===== config.mk =====
export PLATFORM = sky130hd
export DESIGN_NAME = register_file_alu_with_flags_top
export DESIGN_NICKNAME = d
export VERILOG_FILES = /design/src/hw/rtl/rfa_pkg.sv /design/src/hw/rtl/rfa_ram.sv /design/src/hw/rtl/rfa_div.sv /design/src/hw/rtl/rfa_dp.sv /design/src/hw/rtl/rfa_ctrl.sv /design/src/hw/rtl/register_file_alu_with_flags_top.sv
export VERILOG_INCLUDE_DIRS = /design/src /design/src/hw/rtl
export SDC_FILE = /design/constraint.sdc
export NUM_CORES = 2
export LEC_CHECK = 0
export BUFFER_PORTS_ARGS = -buffer_cell sky130_fd_sc_hd__buf_2
export CORE_MARGIN = 10
export CORE_UTILIZATION = 42
export DETAILED_ROUTE_END_ITERATION = 8
export GPL_TIMING_DRIVEN = 0
export PLACE_DENSITY_LB_ADDON = 0.2
export RECOVER_POWER = 50
export SLEW_MARGIN = 20
export SYNTH_ARGS = -nofsm -noshare
export SYNTH_HDL_FRONTEND = slang
export SYNTH_HIERARCHICAL = 1
export SYNTH_SLANG_ARGS = --single-unit

===== constraint.sdc =====
create_clock -name i_clk -period 15.35 [get_ports i_clk]
set_clock_uncertainty 0.05 [all_clocks]
set_input_delay 0.7675 -clock i_clk [delete_from_list [all_inputs] [get_ports i_clk]]
set_output_delay 0.7675 -clock i_clk [all_outputs]
set_load 0.01 [all_outputs]

===== src/hw/rtl/register_file_alu_with_flags_top_macros.svh =====
// ----------------------------------------------------------------------------
// Register file ALU assertion macros
// Shared concurrent assertion forms, clocked on i_clk, disabled in reset.
// ----------------------------------------------------------------------------
`ifndef REGISTER_FILE_ALU_WITH_FLAGS_TOP_MACROS_SVH
`define REGISTER_FILE_ALU_WITH_FLAGS_TOP_MACROS_SVH

// same-cycle implication
`define RFA_ASSERT_NOW(label, ante, cons, msg) \
    label: assert property (@(posedge i_clk) disable iff (!i_rst_n) \
        (ante) |-> (cons)) else $error(msg);

// next-cycle implication
`define RFA_ASSERT_NEXT(label, ante, cons, msg) \
    label: assert property (@(posedge i_clk) disable iff (!i_rst_n) \
        (ante) |=> (cons)) else $error(msg);

`endif


===== src/hw/rtl/rfa_pkg.sv =====
// ----------------------------------------------------------------------------
// Register file ALU package
// Operation codes, flag layout and controller/datapath interface structs.
// ----------------------------------------------------------------------------
package rfa_pkg;

    localparam int DATA_W = 32;
    localparam int IDX_W  = 4;
    localparam int OP_W   = 3;

    typedef enum logic [OP_W-1:0] {
        OP_ADD   = 3'd0,
        OP_SUB   = 3'd1,
        OP_MUL   = 3'd2,
        OP_DIV   = 3'd3,
        OP_CMP   = 3'd4,
        OP_MOV   = 3'd5,
        OP_READ  = 3'd6,
        OP_WRITE = 3'd7
    } t_op;

    typedef struct packed {
        logic sign;
        logic zero;
        logic ovf;
    } t_flags;

    typedef struct packed {
        logic capture;
        logic exec;
        logic mul_wb;
        logic div_start;
        logic div_wb;
    } t_cmd;

    typedef struct packed {
        t_op  op;
        logic div_zero;
        logic div_done;
    } t_status;

endpackage


===== src/hw/rtl/rfa_ram.sv =====
// ----------------------------------------------------------------------------
// Generic RAM
// One write port, two read ports sharing a read enable, registered read data.
// ----------------------------------------------------------------------------
module rfa_ram #(
    parameter int WIDTH = 32,
    parameter int DEPTH = 16,
    localparam int AW = (DEPTH > 1) ? $clog2(DEPTH) : 1
) (
    input  logic             i_clk,
    input  logic             i_we,
    input  logic [AW-1:0]    i_waddr,
    input  logic [WIDTH-1:0] i_wdata,
    input  logic             i_re,
    input  logic [AW-1:0]    i_raddr_a,
    input  logic [AW-1:0]    i_raddr_b,
    output logic [WIDTH-1:0] o_rdata_a,
    output logic [WIDTH-1:0] o_rdata_b
);

    logic [WIDTH-1:0] r_mem [DEPTH];

    always_ff @(posedge i_clk) begin
        if (i_we) begin
            r_mem[i_waddr] <= i_wdata;
        end
        if (i_re) begin
            o_rdata_a <= r_mem[i_raddr_a];
            o_rdata_b <= r_mem[i_raddr_b];
        end
    end

endmodule


===== src/hw/rtl/rfa_div.sv =====
// ----------------------------------------------------------------------------
// Signed divider
// Restoring divide on magnitudes, one quotient bit per cycle, truncating.
// ----------------------------------------------------------------------------
module rfa_div (
    input  logic                             i_clk,
    input  logic                             i_rst_n,
    input  logic                             i_start,
    input  logic signed [rfa_pkg::DATA_W-1:0] i_dividend,
    input  logic signed [rfa_pkg::DATA_W-1:0] i_divisor,
    output logic                             o_done,
    output logic [rfa_pkg::DATA_W-1:0]       o_quotient
);
    import rfa_pkg::*;

    localparam int CW = $clog2(DATA_W);

    logic              r_run;
    logic              r_done;
    logic [CW-1:0]     r_cnt;
    logic              r_neg;
    logic [DATA_W-1:0] r_q;
    logic [DATA_W-1:0] r_rem;
    logic [DATA_W-1:0] r_den;
    logic [DATA_W:0]   shifted;
    logic [DATA_W+1:0] diff;
    logic [DATA_W-1:0] mag_n;
    logic [DATA_W-1:0] mag_d;

    assign mag_n   = i_dividend[DATA_W-1] ? (~i_dividend + 1'b1) : i_dividend;
    assign mag_d   = i_divisor[DATA_W-1]  ? (~i_divisor + 1'b1)  : i_divisor;
    assign shifted = {r_rem, r_q[DATA_W-1]};
    assign diff    = {1'b0, shifted} - {2'b00, r_den};

    always_ff @(posedge i_clk) begin
        if (!i_rst_n) begin
            r_run  <= 1'b0;
            r_done <= 1'b0;
            r_cnt  <= '0;
        end else begin
            r_done <= 1'b0;
            if (i_start) begin
                r_run <= 1'b1;
                r_cnt <= '0;
            end else if (r_run) begin
                r_cnt <= r_cnt + 1'b1;
                if (r_cnt == CW'(DATA_W - 1)) begin
                    r_run  <= 1'b0;
                    r_done <= 1'b1;
                end
            end
        end
    end

    always_ff @(posedge i_clk) begin
        if (i_start) begin
            r_q   <= mag_n;
            r_den <= mag_d;
            r_rem <= '0;
            r_neg <= i_dividend[DATA_W-1] ^ i_divisor[DATA_W-1];
        end else if (r_run) begin
            if (!diff[DATA_W+1]) begin
                r_rem <= diff[DATA_W-1:0];
                r_q   <= {r_q[DATA_W-2:0], 1'b1};
            end else begin
                r_rem <= shifted[DATA_W-1:0];
                r_q   <= {r_q[DATA_W-2:0], 1'b0};
            end
        end
    end

    assign o_done     = r_done;
    assign o_quotient = r_neg ? (~r_q + 1'b1) : r_q;

endmodule


===== src/hw/rtl/rfa_dp.sv =====
// ----------------------------------------------------------------------------
// Register file ALU datapath
// Register file, operand decode, ALU, multiplier, divider and status flags.
// ----------------------------------------------------------------------------
module rfa_dp #(
    parameter int REG_COUNT = 16
) (
    input  logic                              i_clk,
    input  logic                              i_rst_n,
    input  rfa_pkg::t_cmd                     i_cmd,
    output rfa_pkg::t_status                  o_status,
    input  logic [rfa_pkg::OP_W-1:0]          i_req_type,
    input  logic [rfa_pkg::IDX_W-1:0]         i_dest_reg,
    input  logic [rfa_pkg::IDX_W-1:0]         i_src_reg,
    input  logic signed [rfa_pkg::DATA_W-1:0] i_write_value,
    output logic signed [rfa_pkg::DATA_W-1:0] o_reg_value,
    output logic                              o_overflow_flag,
    output logic                              o_zero_flag,
    output logic                              o_sign_flag,
    output logic                              o_div_zero_error,
    output logic                              o_done
);
    import rfa_pkg::*;

    localparam int AW = (REG_COUNT > 1) ? $clog2(REG_COUNT) : 1;

    t_op                      r_op;
    logic [AW-1:0]            r_dest_addr;
    logic [AW-1:0]            r_src_addr;
    logic                     r_dest_ok;
    logic                     r_src_ok;
    logic [DATA_W-1:0]        r_wv;
    logic [REG_COUNT-1:0]     r_valid;
    t_flags                   r_flags;
    logic signed [2*DATA_W-1:0] r_prod;
    logic [DATA_W-1:0]        r_reg_value;
    logic                     r_dz;
    logic                     r_done;

    logic [DATA_W-1:0]        rdata_a;
    logic [DATA_W-1:0]        rdata_b;
    logic signed [DATA_W-1:0] a;
    logic signed [DATA_W-1:0] b;
    logic [DATA_W-1:0]        quot;
    logic                     div_done;

    logic                     n_write;
    logic                     n_flag_upd;
    logic                     n_ovf;
    logic                     n_dz;
    logic [DATA_W-1:0]        n_res;
    logic                     n_finish;
    logic [DATA_W-1:0]        n_reg_value;
    logic                     we;
    logic [DATA_W-1:0]        sum;
    logic [DATA_W-1:0]        dif;

    rfa_ram #(
        .WIDTH (DATA_W),
        .DEPTH (REG_COUNT)
    ) u_ram (
        .i_clk     (i_clk),
        .i_we      (we),
        .i_waddr   (r_dest_addr),
        .i_wdata   (n_res),
        .i_re      (i_cmd.capture),
        .i_raddr_a (AW'(i_dest_reg)),
        .i_raddr_b (AW'(i_src_reg)),
        .o_rdata_a (rdata_a),
        .o_rdata_b (rdata_b)
    );

    rfa_div u_div (
        .i_clk      (i_clk),
        .i_rst_n    (i_rst_n),
        .i_start    (i_cmd.div_start),
        .i_dividend (a),
        .i_divisor  (b),
        .o_done     (div_done),
        .o_quotient (quot)
    );

    assign a   = (r_dest_ok && r_valid[r_dest_addr]) ? rdata_a : '0;
    assign b   = (r_src_ok && r_valid[r_src_addr]) ? rdata_b : '0;
    assign sum = a + b;
    assign dif = a - b;

    always_comb begin
        n_write    = 1'b0;
        n_flag_upd = 1'b0;
        n_ovf      = 1'b0;
        n_dz       = 1'b0;
        n_res      = r_wv;
        n_finish   = i_cmd.exec | i_cmd.mul_wb | i_cmd.div_wb;
        if (i_cmd.exec) begin
            unique case (r_op) inside
                OP_ADD: begin
                    n_res      = sum;
                    n_ovf      = (a[DATA_W-1] == b[DATA_W-1]) &&
                                 (sum[DATA_W-1] != a[DATA_W-1]);
                    n_flag_upd = 1'b1;
                    n_write    = 1'b1;
                end
                OP_SUB, OP_CMP: begin
                    n_res      = dif;
                    n_ovf      = (a[DATA_W-1] != b[DATA_W-1]) &&
                                 (dif[DATA_W-1] != a[DATA_W-1]);
                    n_flag_upd = 1'b1;
                    n_write    = (r_op == OP_SUB);
                end
                OP_DIV: begin
                    n_dz = 1'b1;
                end
                OP_MOV: begin
                    n_res   = b;
                    n_write = 1'b1;
                end
                OP_WRITE: begin
                    n_res   = r_wv;
                    n_write = 1'b1;
                end
                default: begin
                    n_res = r_wv;
                end
            endcase
        end else if (i_cmd.mul_wb) begin
            n_res      = r_prod[DATA_W-1:0];
            n_ovf      = (r_prod[2*DATA_W-1:DATA_W] != {DATA_W{r_prod[DATA_W-1]}});
            n_flag_upd = 1'b1;
            n_write    = 1'b1;
        end else if (i_cmd.div_wb) begin
            n_res      = quot;
            n_ovf      = (a == {1'b1, {(DATA_W-1){1'b0}}}) && (b == '1);
            n_flag_upd = 1'b1;
            n_write    = 1'b1;
        end
    end

    assign we = n_write && r_dest_ok;

    always_comb begin
        if (r_op == OP_WRITE) begin
            n_reg_value = r_wv;
        end else if (n_write) begin
            n_reg_value = r_dest_ok ? n_res : '0;
        end else begin
            n_reg_value = a;
        end
    end

    always_ff @(posedge i_clk) begin
        if (i_cmd.capture) begin
            r_op        <= t_op'(i_req_type);
            r_dest_addr <= AW'(i_dest_reg);
            r_src_addr  <= AW'(i_src_reg);
            r_dest_ok   <= (32'(i_dest_reg) < REG_COUNT);
            r_src_ok    <= (32'(i_src_reg) < REG_COUNT);
            r_wv        <= i_write_value;
        end
        r_prod <= a * b;
        if (n_finish) begin
            r_reg_value <= n_reg_value;
            r_dz        <= n_dz;
        end
    end

    always_ff @(posedge i_clk) begin
        if (!i_rst_n) begin
            r_valid <= '0;
            r_flags <= '0;
            r_done  <= 1'b0;
        end else begin
            r_done <= n_finish;
            if (we) begin
                r_valid[r_dest_addr] <= 1'b1;
            end
            if (n_flag_upd) begin
                r_flags.ovf  <= n_ovf;
                r_flags.zero <= (n_res == '0);
                r_flags.sign <= n_res[DATA_W-1];
            end
        end
    end

    assign o_status.op       = r_op;
    assign o_status.div_zero = (b == '0);
    assign o_status.div_done = div_done;

    assign o_reg_value      = r_reg_value;
    assign o_overflow_flag  = r_flags.ovf;
    assign o_zero_flag      = r_flags.zero;
    assign o_sign_flag      = r_flags.sign;
    assign o_div_zero_error = r_dz;
    assign o_done           = r_done;

endmodule


===== src/hw/rtl/rfa_ctrl.sv =====
// ----------------------------------------------------------------------------
// Register file ALU controller
// Sequences capture, execute, multiply write-back and divide iteration.
// ----------------------------------------------------------------------------
`include "register_file_alu_with_flags_top_macros.svh"

module rfa_ctrl (
    input  logic             i_clk,
    input  logic             i_rst_n,
    input  logic             i_start,
    input  rfa_pkg::t_status i_status,
    output rfa_pkg::t_cmd    o_cmd,
    output logic             o_busy
);
    import rfa_pkg::*;

    typedef enum logic [3:0] {
        S_IDLE = 4'b0001,
        S_EXEC = 4'b0010,
        S_MUL  = 4'b0100,
        S_DIV  = 4'b1000
    } t_state;

    t_state r_state;
    t_state n_state;

    always_comb begin
        n_state = r_state;
        o_cmd   = '0;
        unique case (r_state)
            S_IDLE: begin
                if (i_start) begin
                    o_cmd.capture = 1'b1;
                    n_state       = S_EXEC;
                end
            end
            S_EXEC: begin
                if (i_status.op == OP_MUL) begin
                    n_state = S_MUL;
                end else if (i_status.op == OP_DIV && !i_status.div_zero) begin
                    o_cmd.div_start = 1'b1;
                    n_state         = S_DIV;
                end else begin
                    o_cmd.exec = 1'b1;
                    n_state    = S_IDLE;
                end
            end
            S_MUL: begin
                o_cmd.mul_wb = 1'b1;
                n_state      = S_IDLE;
            end
            S_DIV: begin
                if (i_status.div_done) begin
                    o_cmd.div_wb = 1'b1;
                    n_state      = S_IDLE;
                end
            end
            default: begin
                n_state = S_IDLE;
            end
        endcase
    end

    always_ff @(posedge i_clk) begin
        if (!i_rst_n) begin
            r_state <= S_IDLE;
        end else begin
            r_state <= n_state;
        end
    end

    assign o_busy = (r_state != S_IDLE);

    `RFA_ASSERT_NEXT(a_accept_exec, i_start && (r_state == S_IDLE), r_state == S_EXEC, "accepted transaction did not enter execute")
    `RFA_ASSERT_NEXT(a_mul_one_cycle, r_state == S_MUL, r_state == S_IDLE, "multiply write-back overran")
    `RFA_ASSERT_NOW(a_div_done_in_div, i_status.div_done, r_state == S_DIV, "divider finished outside divide state")

endmodule


===== src/hw/rtl/register_file_alu_with_flags_top.sv =====
// ----------------------------------------------------------------------------
// Register file ALU with status flags
// Register file, ALU and flags; one result transaction per accepted request.
// ----------------------------------------------------------------------------
// Sequence: a request is captured on acceptance and run in the execute state, the
// register file read being registered; mul adds a write-back state, div a divide
// state that waits on the iterative divider (one quotient bit per cycle), and a
// zero-divisor div ends in execute. A new request is accepted only in idle.
// Reset: synchronous, clears registers (per-entry valid bits), flags and control.
// The receiver cannot stall: o_done is a single-cycle strobe.
module register_file_alu_with_flags_top #(
    parameter int REG_COUNT = 16
) (
    input  logic                              i_clk,
    input  logic                              i_rst_n,
    input  logic                              i_start,
    output logic                              o_busy,
    input  logic [rfa_pkg::OP_W-1:0]          i_req_type,
    input  logic [rfa_pkg::IDX_W-1:0]         i_dest_reg,
    input  logic [rfa_pkg::IDX_W-1:0]         i_src_reg,
    input  logic signed [rfa_pkg::DATA_W-1:0] i_write_value,
    output logic                              o_done,
    output logic signed [rfa_pkg::DATA_W-1:0] o_reg_value,
    output logic                              o_overflow_flag,
    output logic                              o_zero_flag,
    output logic                              o_sign_flag,
    output logic                              o_div_zero_error
);
    import rfa_pkg::*;

    t_cmd    cmd;
    t_status status;

    rfa_ctrl u_ctrl (
        .i_clk    (i_clk),
        .i_rst_n  (i_rst_n),
        .i_start  (i_start),
        .i_status (status),
        .o_cmd    (cmd),
        .o_busy   (o_busy)
    );

    rfa_dp #(
        .REG_COUNT (REG_COUNT)
    ) u_dp (
        .i_clk            (i_clk),
        .i_rst_n          (i_rst_n),
        .i_cmd            (cmd),
        .o_status         (status),
        .i_req_type       (i_req_type),
        .i_dest_reg       (i_dest_reg),
        .i_src_reg        (i_src_reg),
        .i_write_value    (i_write_value),
        .o_reg_value      (o_reg_value),
        .o_overflow_flag  (o_overflow_flag),
        .o_zero_flag      (o_zero_flag),
        .o_sign_flag      (o_sign_flag),
        .o_div_zero_error (o_div_zero_error),
        .o_done           (o_done)
    );

endmodule

==> results.cfg <==
[outcome]
status = finished, violations left
failed_checks = max-capacitance violations, max-slew violations

[clock_network]
post-cts-setup-buffers = 0
clock_path_buffers = 3
clkLatencyLatePin_ps = 800
cts_tree = yes
clock-sinks = 844
clockRootBuffer = clkbuf_16
cts_buffers = 95
path_clk_slew_ps = 60
cts.htree.levels = 3

[synth]
synth_xor_area_frac = 0.02423
synth_top_family_by_area = adder cells
ys_seq_area_frac = 0.3055
synthAdderAreaFrac = 0.3207
syn_inst = 7250
ys.flop_type = edfxtp_1
syn_nets = 8665
ys_types = 106
synth-simple-area-share = 0.1075
yosysWarnings = 6
synth_edf_count = 717
syn_avg_cell_area_sq_um = 10.87
synthMuxAreaShare = 0.08682
synth_seq_cells = 844
syn-cell-area_sq_um = 78800
synth_compound_area_frac = 0.07972
async_flop_share = 0

[critical_path]
cp-end-kind = flop
crit_required_ps = 15900
crit_path_frequent_cell = fa_1
arrival_ps = 15450
crit_slowest_cell = clkinv_1
reg2reg_from = u_dp/r_dest_addr[0]$_DFFE_PP_
cp_num_cells = 33
timing.rr.end = u_dp/r_prod[57]$_DFF_P_
crit_buf_inv = 8
r2r_cells = 33
setup.worst_path.start = u_dp/r_dest_addr[0]$_DFFE_PP_
max_stage_delay_ps = 1050
startpoint_type = flop
rrSetupSlack_ps = 460
endpoint = u_dp/r_prod[57]$_DFF_P_
critPathTopFamily = adder cells
crit_type = reg -> reg
worstPathMaxFanout = 15

[sta]
tightest_slew_ps = 3548
final-setup-viol-count = 0
fin_ws_ps = 457.3
finalCritPeriodShare = 0.9702
slew_headroom = -1.365
fmax_mhz = 67.15
whs_ps = 94.53
final_hold_viol_count = 0
min_period_ps = 14890
rsz0062_at_grt = no
maxSlewViolCount = 217

[detailed_routing]
via_per_inst = 5.999
ant_nets = 0
vias = 60380
wl_per_cell_microns = 32.03
drtIter0Drc = 7458
drtPass1Iterations = 6
drcViolationCount = 0
drt_wl_total_microns = 322400

[final_layout]
areaGrowthSynthToFinish_pct = 10.01
fin_util = 0.4660
drive_gt1_frac = 0.09128
final_cells = 10070
fillers = 17350
num-nets-final = 8916

[floorplanning]
start_util = 0.4236
die_h_microns = 453.2
die_area_sq_um = 205300
die_width_microns = 453.2
pin_count = 84
row_count = 158
fp.coreArea_sq_um = 186000

[global_routing]
grt_pass1_wl_microns = 458900
overflow = 0
grt_max_degree = 55
antenna_found_initial = 26
track_usage = 0.3127
grt_pass1_vias = 62280

[worst_hold_path]
hold_path_class = in -> reg

[pwr]
power_uw = 6521
powerDensity_nw_per_um2 = 75.22
p_leak_uw = 0.03487
vdd_drop_max_v = 0.00009504

[place]
dp_hpwl_microns = 254500
port_buffers = 83
numPlacedInstances = 9883
gp_congestion = 1.051
post-place-ws_ps = 523.3

[run]
maxCapViolations = 7
## through the flow
stage / instance area, sq um / setup TNS [ps]
floorplan: 78800 / 0
detailed placement: 83790 / 0
CTS: 86980 / 0
global route: 86670 / 0
global placement: 82320 / -177220
finish: 86690 / 0
## worst reg2reg max path, delay by kind of cell, from the launching register on
| family | cells | cell delay (ps) |
|---|---|---|
| AO/OA/AOI/OAI | 6 | 2940 |
| multiplexers | 3 | 1370 |
| adder cells (fa/ha/maj) | 9 | 4410 |
| flip-flops | 1 | 660 |
| AND/OR/NAND/NOR | 7 | 2280 |
| buffers and inverters | 8 | 2990 |
## layer usage
| metal | track usage | vias to the layer above | wire, microns |
|---|---|---|---|
| li1 | - | 24710 | - |
| met4 | 0.2001 | 28 | 27370 |
| met5 | 0 | - | 172 |
| met2 | 0.4776 | 3616 | 140700 |
| met1 | 0.3919 | 30980 | 119900 |
| met3 | 0.08470 | 1050 | 34250 |
## synthesized netlist by cell type, types with 22 or more instances
cell type	instances	area, sq um
inv_1	1127	4230
fa_1	1085	21720
nand2_1	797	2992
nor2_1	759	2849
edfxtp_1	717	21530
ha_1	284	3553
clkbuf_1	281	1055
mux4_2	263	5923
a21oi_1	246	1231
o21ai_0	175	875.8
xnor2_1	150	1314
a22oi_1	129	968.4
dfxtp_1	127	2542
xor2_1	68	595.6
mux2i_1	67	670.6
buf_1	64	240.2
nand3_1	50	250.2
a211oi_1	49	367.9
nor3_1	49	245.2
a21o_1	44	330.3
nand4_1	43	269.0
o31ai_1	43	322.8
nor4_1	36	225.2
and2_1	33	206.5
nor2b_1	32	200.2
a31oi_1	30	187.7
nand2b_1	30	187.7
o21a_1	28	210.2
buf_4	25	187.7
o22ai_1	24	150.1
or3_1	24	150.1
mux2_2	22	247.7
o21bai_1	22	165.2
or4_1	22	165.2
## registers in the layout (all words and copies together) (netlist names), 3 cells and up
register,count
u_dp/u_ram/r_mem,512
u_dp/u_div/r_rem,32
u_dp/o_reg_value,32
u_ctrl/r_state,4
u_dp/u_ram/o_rdata_b,32
u_dp/u_div/r_den,32
u_dp/r_src_addr,4
u_dp/r_dest_addr,4
u_dp/u_ram/o_rdata_a,32
u_dp/r_prod,64
u_dp/r_wv,32
u_dp/u_div/r_q,32
u_dp/r_valid,16
u_dp/r_op,3
u_dp/u_div/r_cnt,5
## layout by cell type, fill, tap and decap left out, types with 45 or more instances in the layout
cell	n
nor2_1	744
nor3_1	45
mux2i_1	67
a22oi_1	129
a21oi_1	243
mux4_2	263
clkbuf_16	95
nand2_1	796
a211oi_1	48
xnor2_1	149
dfxtp_1	127
buf_2	61
edfxtp_1	717
inv_1	1127
fa_1	1084
clkbuf_1	333
xor2_1	68
nand3_1	50
o21ai_0	173
ha_1	284
## timing repair
action                                  CTS  global route
hold buffers                              0             0
endpoints found under the setup margin    0             3
resized for setup                         0             2
## cells by family (layout without fill, tap and decap cells)
family | after synthesis | in the layout
simple gates | 1963 | 1963
xor+xnor | 218 | 218
other cells | 0 | 5
mux | 352 | 352
fa+ha+maj | 1369 | 1369
compound gates | 957 | 957
flops | 844 | 844
buf+inv | 1547 | 1878
## worst min-delay path by stage
stage | slack, ps | endpoint | cells after the start | startpoint
final | 90 | u_dp/r_wv[26]$_DFFE_PP_ | 1 | i_write_value[26]
after detailed placement | 420 | u_dp/r_valid[15]$_SDFFE_PN0P_ | 1 | u_dp/r_valid[15]$_SDFFE_PN0P_
after global placement | 420 | u_dp/r_valid[4]$_SDFFE_PN0P_ | 1 | u_dp/r_valid[4]$_SDFFE_PN0P_
after CTS | 40 | u_dp/r_wv[26]$_DFFE_PP_ | 1 | i_write_value[26]
after floorplan | 400 | u_dp/r_valid[14]$_SDFFE_PN0P_ | 1 | u_dp/r_valid[14]$_SDFFE_PN0P_
after global routing | 70 | u_dp/r_wv[29]$_DFFE_PP_ | 1 | i_write_value[29]
## area by class of cell
| type | count | area, sq um | area share |
|---|---|---|---|
| antenna | 5 | 12.51 | 0.0001443 |
| buffer | 391 | 1672 | 0.01928 |
| clock buffer | 110 | 2434 | 0.02807 |
| clock inverter | 67 | 754.5 | 0.008704 |
| inverter | 1156 | 4343 | 0.05010 |
| multi-input combinational | 4859 | 48950 | 0.5647 |
| sequential | 844 | 24070 | 0.2777 |
| tap | 2480 | 3103 | 0.03580 |
| timing repair buffer | 154 | 1343 | 0.01549 |
## power breakdown
group	switching [uW]	internal [uW]	leakage, uW	total [uW]
clock	1040	1310	0.00153	2350
sequential	90.7	2630	0.00754	2720
combinational	1010	442	0.0258	1450
Note: power is estimated with default switching activity, not from simulation.
